**src/hw/rtl/utf8s_pkg.sv**
```systemverilog
// ----------------------------------------------------------------------------
// utf8s_pkg
// Types, constants and decode helpers of the UTF-8 byte sanitizer.
// ----------------------------------------------------------------------------
`default_nettype none

package utf8s_pkg;

  localparam int unsigned GrpDepth = 4;

  localparam logic [7:0] ReplReset = 8'h3F;
  localparam logic [7:0] ContMask  = 8'hC0;
  localparam logic [7:0] ContVal   = 8'h80;
  localparam logic [7:0] Lead2Mask = 8'hE0;
  localparam logic [7:0] Lead2Val  = 8'hC0;
  localparam logic [7:0] Lead3Mask = 8'hF0;
  localparam logic [7:0] Lead3Val  = 8'hE0;
  localparam logic [7:0] Lead4Mask = 8'hF8;
  localparam logic [7:0] Lead4Val  = 8'hF0;

  // Group of result beats caused by one input beat.
  typedef struct packed {
    logic [GrpDepth-1:0][7:0] bytes;
    logic [2:0]               cnt;
    logic                     last;
  } grp_t;

  // Full sequence length of a lead byte, 0 if not a lead.
  function automatic logic [2:0] lead_len(input logic [7:0] b);
    logic [2:0] len;
    len = 3'd0;
    if ((b & Lead2Mask) == Lead2Val) begin
      len = 3'd2;
    end else if ((b & Lead3Mask) == Lead3Val) begin
      len = 3'd3;
    end else if ((b & Lead4Mask) == Lead4Val) begin
      len = 3'd4;
    end
    return len;
  endfunction

endpackage

`default_nettype wire

```
**src/hw/rtl/utf8s_if.sv**
```systemverilog
// ----------------------------------------------------------------------------
// utf8s_if
// Valid/ready channels of the UTF-8 byte sanitizer: input and result beats.
// ----------------------------------------------------------------------------
`default_nettype none

interface utf8s_in_if;
  logic       valid;
  logic       ready;
  logic [7:0] data_byte;
  logic       stream_end;

  modport source (output valid, output data_byte, output stream_end, input ready);
  modport sink   (input valid, input data_byte, input stream_end, output ready);
endinterface

interface utf8s_out_if;
  logic       valid;
  logic       ready;
  logic [7:0] clean_byte;
  logic       item_done;
  logic       stream_done;

  modport source (output valid, output clean_byte, output item_done, output stream_done,
                  input ready);
  modport sink   (input valid, input clean_byte, input item_done, input stream_done,
                  output ready);
endinterface

`default_nettype wire

```
**src/hw/rtl/utf8s_core.sv**
```systemverilog
// ----------------------------------------------------------------------------
// utf8s_core
// Sequence tracker: holds partial sequences and builds the result group of
// each accepted input beat.
// ----------------------------------------------------------------------------
`default_nettype none

module utf8s_core (
  input  logic              clk_i,
  input  logic              rst_ni,
  input  logic              cfg_we_i,
  input  logic [7:0]        cfg_wdata_i,
  input  logic              fire_i,
  input  logic [7:0]        data_byte_i,
  input  logic              stream_end_i,
  output utf8s_pkg::grp_t   grp_o
);
  import utf8s_pkg::*;

  logic [7:0]          repl_q;
  logic [GrpDepth-1:0][7:0] held_q, held_d;
  logic [2:0]          cnt_q, cnt_d;
  logic [2:0]          need_q, need_d;

  logic       active, cont, ascii, is_lead, complete, store, fresh;
  logic [2:0] c1, pre, flen, f_n;

  always_comb begin
    active   = (cnt_q != 3'd0) && (cnt_q < 3'd4) && (need_q > cnt_q);
    cont     = (data_byte_i & ContMask) == ContVal;
    ascii    = !data_byte_i[7];
    flen     = lead_len(data_byte_i);
    is_lead  = flen != 3'd0;
    c1       = cnt_q + 3'd1;
    complete = active && cont && (c1 == need_q);
    store    = active && cont && !complete;
    fresh    = !(active && cont);
    pre      = active ? cnt_q : 3'd0;
    f_n      = (ascii || !is_lead || stream_end_i) ? 3'd1 : 3'd0;
  end

  always_comb begin
    grp_o.last = stream_end_i;
    for (int i = 0; i < GrpDepth; i++) begin
      if (complete) begin
        grp_o.bytes[i] = (3'(i) < cnt_q) ? held_q[i] : data_byte_i;
      end else if (fresh && ascii && (3'(i) == pre)) begin
        grp_o.bytes[i] = data_byte_i;
      end else begin
        grp_o.bytes[i] = repl_q;
      end
    end
    if (complete) begin
      grp_o.cnt = c1;
    end else if (store) begin
      grp_o.cnt = stream_end_i ? c1 : 3'd0;
    end else begin
      grp_o.cnt = pre + f_n;
    end
  end

  always_comb begin
    held_d = held_q;
    cnt_d  = 3'd0;
    need_d = 3'd0;
    if (store) begin
      held_d[cnt_q[1:0]] = data_byte_i;
      if (!stream_end_i) begin
        cnt_d  = c1;
        need_d = need_q;
      end
    end else if (fresh && is_lead && !stream_end_i) begin
      held_d[0] = data_byte_i;
      cnt_d     = 3'd1;
      need_d    = flen;
    end
  end

  always_ff @(posedge clk_i or negedge rst_ni) begin
    if (!rst_ni) begin
      repl_q <= ReplReset;
      cnt_q  <= 3'd0;
      need_q <= 3'd0;
    end else begin
      if (cfg_we_i) begin
        repl_q <= cfg_wdata_i;
      end
      if (fire_i) begin
        cnt_q  <= cnt_d;
        need_q <= need_d;
      end
    end
  end

  always_ff @(posedge clk_i) begin
    if (fire_i) begin
      held_q <= held_d;
    end
  end

endmodule

`default_nettype wire

```
**src/hw/rtl/utf8s_ser.sv**
```systemverilog
// ----------------------------------------------------------------------------
// utf8s_ser
// Result register: stores one group and plays it out one beat per cycle while the sink is ready.
// ----------------------------------------------------------------------------
`default_nettype none

module utf8s_ser (
  input  logic             clk_i,
  input  logic             rst_ni,
  input  logic             load_i,
  input  utf8s_pkg::grp_t  grp_i,
  output logic             free_o,
  utf8s_out_if.source      out_o
);
  import utf8s_pkg::*;

  logic [GrpDepth-1:0][7:0] bytes_q;
  logic [2:0] rem_q, rem_d;
  logic [1:0] ptr_q, ptr_d;
  logic       last_q;
  logic       out_fire;

  assign out_o.valid       = rem_q != 3'd0;
  assign out_o.clean_byte  = bytes_q[ptr_q];
  assign out_o.item_done   = rem_q == 3'd1;
  assign out_o.stream_done = (rem_q == 3'd1) && last_q;
  assign out_fire          = out_o.valid && out_o.ready;
  assign free_o            = (rem_q == 3'd0) || ((rem_q == 3'd1) && out_o.ready);

  always_comb begin
    rem_d = rem_q;
    ptr_d = ptr_q;
    if (load_i) begin
      rem_d = grp_i.cnt;
      ptr_d = 2'd0;
    end else if (out_fire) begin
      rem_d = rem_q - 3'd1;
      ptr_d = ptr_q + 2'd1;
    end
  end

  always_ff @(posedge clk_i or negedge rst_ni) begin
    if (!rst_ni) begin
      rem_q <= 3'd0;
      ptr_q <= 2'd0;
    end else begin
      rem_q <= rem_d;
      ptr_q <= ptr_d;
    end
  end

  always_ff @(posedge clk_i) begin
    if (load_i) begin
      bytes_q <= grp_i.bytes;
      last_q  <= grp_i.last;
    end
  end

endmodule

`default_nettype wire

```
**src/hw/rtl/utf8_byte_sanitizer_top.sv**
```systemverilog
// The sanitizer takes one input beat per cycle whenever its result register is
// empty or is showing its last beat while that beat is taken. ASCII and invalid
// bytes give one result beat in the cycle after they are taken. Bytes of an open
// multi-byte sequence give no beat; the byte that completes or breaks it, or
// a stream end, gives up to four beats, played out one per cycle from the
// result register while the output is ready, so input waits behind such a group
// until its last beat is taken. The replacement byte register resets to 0x3F.
// ----------------------------------------------------------------------------
// utf8_byte_sanitizer_top
// UTF-8 byte-stream sanitizer: passes valid sequences, replaces bad bytes.
// ----------------------------------------------------------------------------
`default_nettype none

module utf8_byte_sanitizer_top (
  input  logic        clk_i,
  input  logic        rst_ni,
  input  logic        cfg_we_i,
  input  logic [7:0]  cfg_wdata_i,
  utf8s_in_if.sink    in_i,
  utf8s_out_if.source out_o
);
  import utf8s_pkg::*;

  grp_t grp;
  logic free;
  logic in_fire;

  assign in_i.ready = free;
  assign in_fire    = in_i.valid && free;

  utf8s_core u_core (
    .clk_i        (clk_i),
    .rst_ni       (rst_ni),
    .cfg_we_i     (cfg_we_i),
    .cfg_wdata_i  (cfg_wdata_i),
    .fire_i       (in_fire),
    .data_byte_i  (in_i.data_byte),
    .stream_end_i (in_i.stream_end),
    .grp_o        (grp)
  );

  utf8s_ser u_ser (
    .clk_i  (clk_i),
    .rst_ni (rst_ni),
    .load_i (in_fire),
    .grp_i  (grp),
    .free_o (free),
    .out_o  (out_o)
  );

endmodule

`default_nettype wire

```
**src/flat_wrapper.sv**
```systemverilog
// flat-port wrapper written by rule: the top's interface ports become plain ports
module utf8_byte_sanitizer_top_flat import utf8s_pkg::*;
  (clk_i, rst_ni, cfg_we_i, cfg_wdata_i, in_i_valid, in_i_data_byte, in_i_stream_end, in_i_ready, out_o_valid, out_o_clean_byte, out_o_item_done, out_o_stream_done, out_o_ready);
  utf8s_in_if in_i_i ();
  utf8s_out_if out_o_i ();
  input  logic clk_i;
  input  logic rst_ni;
  input  logic cfg_we_i;
  input  logic [7:0] cfg_wdata_i;
  input wire logic [$bits(in_i_i.valid)-1:0] in_i_valid;
  input wire logic [$bits(in_i_i.data_byte)-1:0] in_i_data_byte;
  input wire logic [$bits(in_i_i.stream_end)-1:0] in_i_stream_end;
  output wire logic [$bits(in_i_i.ready)-1:0] in_i_ready;
  output wire logic [$bits(out_o_i.valid)-1:0] out_o_valid;
  output wire logic [$bits(out_o_i.clean_byte)-1:0] out_o_clean_byte;
  output wire logic [$bits(out_o_i.item_done)-1:0] out_o_item_done;
  output wire logic [$bits(out_o_i.stream_done)-1:0] out_o_stream_done;
  input wire logic [$bits(out_o_i.ready)-1:0] out_o_ready;
  assign in_i_i.valid = in_i_valid;
  assign in_i_i.data_byte = in_i_data_byte;
  assign in_i_i.stream_end = in_i_stream_end;
  assign in_i_ready = in_i_i.ready;
  assign out_o_valid = out_o_i.valid;
  assign out_o_clean_byte = out_o_i.clean_byte;
  assign out_o_item_done = out_o_i.item_done;
  assign out_o_stream_done = out_o_i.stream_done;
  assign out_o_i.ready = out_o_ready;
  utf8_byte_sanitizer_top u_core (.clk_i(clk_i), .rst_ni(rst_ni), .cfg_we_i(cfg_we_i), .cfg_wdata_i(cfg_wdata_i), .in_i(in_i_i), .out_o(out_o_i));
endmodule
```
**config.mk**
```make
export PLATFORM = sky130hd
export DESIGN_NAME = utf8_byte_sanitizer_top_flat
export DESIGN_NICKNAME = d
export VERILOG_FILES = /design/src/hw/rtl/utf8s_pkg.sv /design/src/hw/rtl/utf8s_if.sv /design/src/hw/rtl/utf8s_core.sv /design/src/hw/rtl/utf8s_ser.sv /design/src/hw/rtl/utf8_byte_sanitizer_top.sv /design/src/flat_wrapper.sv
export SDC_FILE = /design/constraint.sdc
export NUM_CORES = 1
export LEC_CHECK = 0
export ABC_AREA = 1
export BUFFER_PORTS_ARGS = -buffer_cell sky130_fd_sc_hd__buf_2
export CAP_MARGIN = 20
export CORE_MARGIN = 3
export CORE_UTILIZATION = 25
export CTS_BUF_LIST = sky130_fd_sc_hd__clkbuf_8
export CTS_CLUSTER_DIAMETER = 200
export DETAILED_ROUTE_END_ITERATION = 12
export GPL_ROUTABILITY_DRIVEN = 0
export GPL_TIMING_DRIVEN = 0
export PLACE_DENSITY = 0.45
export SYNTH_ARGS = -nofsm -noshare
export SYNTH_HDL_FRONTEND = slang
export SYNTH_SLANG_ARGS = --single-unit
```
**constraint.sdc**
```tcl
create_clock -name clk_i -period 5.5 [get_ports clk_i]
set_clock_uncertainty 0.05 [all_clocks]
set_input_delay 0 -clock clk_i [delete_from_list [all_inputs] [get_ports clk_i]]
set_output_delay 0 -clock clk_i [all_outputs]
set_load 0.05 [all_outputs]
```
==> metrics.csv <==
metric,value,unit
drive_gt1_share,17.0,%
fp.dieH,141,um
h-tree-depth,3,
setup_viol,0,
start_util,25.9,%
cp_cell_sequence,buf_2 -> inv_1 -> buf_2 -> ha_1 -> inv_1 -> nand2_1 -> nand2_1 -> nor2_2 -> nand3_4 -> nand2_1 -> nor2_1 -> inv_1 -> nor2_1,
synth-edff-count,63,
yosysTopAreaCellShare,41.6,%
antenna_found_initial,0,
critPathMaxStageDelay,660,ps
cts_made_buffers,9,
synth-async-reset-ratio,23.2,%
yosysUniqueCellTypes,38,
cts.sinks,82,
vdd_drop_max,0.239,mV
synth_commonest_cells,"nand2_1, edfxtp_1, nor2_1",
crit_path_end_kind,flop,
crit_path_start_kind,flop,
synthToLayoutAreaGrowth,19.9,%
insertion_delay,360,ps
cts_tree,done,
clk_pin_slew,80,ps
grt_max_degree,40,
grt_pass1_wl,21000,um
cp_slowest_cell,nor2_1,
slew_headroom,35.4,%
syn_area,4550,um^2
tightest_slew,965,ps
synthesis.nets,532,
overflow,0,
synth.area.top_cells,"edfxtp_1, nand2_1, dfrtp_1, nand3_1, nor2_1",
grt_pass1_vias,3745,
yosys_warnings,0,
path_delay_family,simple AND/OR/NAND/NOR gates,
grt_usage,13.7,%
firstDrtPassIters,7,
coreArea,17500,um^2
p_switching,1.06,mW
ios,34,
dp_hpwl,9720,um
wirelength,13000,um
ys.flop_type,edfxtp_1,
crit_required,5440,ps
ant_nets,0,
status,"complete, no violations",
fin_crit,3330,ps
synthCells,498,
synth_most_common_cell,nand2_1,
max-cap-violations,0,
synth_seq_area_share,52.2,%
powerDensity,439,nW/um^2
wl_per_cell,16.3,um
hold_path_class,in -> reg,
swShare,44.3,%
final.period_utilization,60.5,%
cts_buffer_depth,2,
crit_arrival,3270,ps
r2r_setup_slack,2170,ps
root_buffer,clkbuf_8,
fp-row-count,48,
final_nets,599,
place_area,5000,um^2
num_antenna_cells,0,
port_buffers,33,
fin_setup_tns,0,ps
yosys.area.top_type,edfxtp_1,
drt_iter0_drc,345,
internal_power,1.33,mW
syn_area_per_cell,9.14,um^2
cts_setup_buffers,0,
vias_per_cell,4.74,
slew_viol_final,0,
seq_power_share,33.8,%
crit_buf_inv,5,
worstSetupPathType,reg -> reg,
cellLeakagePower,2.23,nW
hold_viol,0,
die_x,141,um
p_clk_share,20.3,%
fill_cells,1892,
final_cell_area,5460,um^2
die-area,19900,um^2
rsz0062_at_grt,false,
fmax,300,MHz
finalPower,2.39,mW
p_comb_share,46.0,%
cp_max_fo,11,
ys_seq_elements,82,
vias,3770,
drc,0,
## stage by stage
stage,setup WS [ps],hold WS (ps),instances,util (%)
2_1_floorplan,2540,-346,498,-
6_report,2170,46.9,795,31.1
3_3_place_gp,2190,-41.4,756,28.5
5_1_grt,1860,66.4,795,31.1
3_5_place_dp,2100,-34.2,756,28.5
4_1_cts,2070,29.2,795,31.1
## power groups by stage
stage / combinational, mW / clock, mW / sequential (mW)
6_report: 1.10 / 0.485 / 0.809
5_1_grt: 1.22 / 0.535 / 0.819
4_1_cts: 1.11 / 0.501 / 0.811
3_5_place_dp: 1.09 / 0 / 0.824
3_3_place_gp: 1.08 / 0 / 0.822
2_1_floorplan: 0.821 / 0 / 0.805
## layout make-up
class | instances | area, um^2 | share of cell area (%)
timing repair buffer | 56 | 395 | 7.25
inverter | 48 | 188 | 3.44
clock buffer | 11 | 151 | 2.77
buffer | 22 | 118 | 2.16
multi-input combinational | 346 | 1870 | 34.3
tap | 225 | 282 | 5.16
clock inverter | 5 | 77.6 | 1.42
sequential | 82 | 2370 | 43.5
## worst min-delay path, cell delays in order
cell and delay [ps]:
buf_2 90, nand2_2 160, nand2_1 120, a21oi_1 40
## routing by layer
metal | up-vias | GRT usage, % | share of wire, %
met2 | 115 | 21.0 | 46
met3 | 16 | 2.10 | 4.6
met1 | 1764 | 19.2 | 48
li1 | 1875 | - | -
met5 | - | 0 | 0
met4 | 0 | 5.71 | 1.8
## sequential cells by signal, summed over array words and instances (netlist names)
signal                flops
u_core.u_ser.rem_q        3
u_core.u_core.cnt_q       3
u_core.u_ser.ptr_q        2
u_core.u_core.need_q      3
u_core.u_ser.bytes_q     32
u_core.u_core.repl_q      8
u_core.u_core.held_q     30
u_core.u_ser.last_q       1
## placed cells by master, fill, tap and decap left out, types with 6 or more instances in the layout
cell           count
a21oi_1           24
buf_2             39
clkbuf_1          10
clkbuf_8          11
dfrtp_1           13
dfstp_2            6
dlygate4sd3_1     23
edfxtp_1          63
ha_1              12
inv_1             40
nand2_1           88
nand3_1           41
nand3_2           10
nand4_1           22
nor2_1            50
o211ai_1           8
o21ai_0           34
o21ai_1           24
o22ai_1           11
## worst paths after layout
check                                            start                        to  depth (start not counted)
worst max-delay path            u_core.u_core.cnt_q[0]  u_core.u_core.held_q[23]                         13
worst min-delay path                        in_i_valid     u_core.u_ser.ptr_q[0]                          4
worst max register to register  u_core.u_core.cnt_q[0]  u_core.u_core.held_q[23]                         13
worst min register to register   u_core.u_ser.rem_q[1]     u_core.u_ser.rem_q[1]                          2
max in group asynchronous                       rst_ni     u_core.u_ser.ptr_q[0]                          2
min in group asynchronous                       rst_ni   u_core.u_core.need_q[0]                          2
## kinds of logic after synthesis
group           count (synthesis)  synth area share (%)
simple gates                  227                  24.7
compound gates                105                  12.7
fa+ha+maj                      12                  3.30
flops                          82                  52.2
xor+xnor                        1                 0.193
buf+inv                        70                  6.71
mux                             1                 0.247
## timing repair
item                                   in CTS  in global routing
gates resized for setup                     0                  0
hold buffers                               23                  0
endpoints found under the hold margin      55                  0
Power figures use the tool's default switching activity.
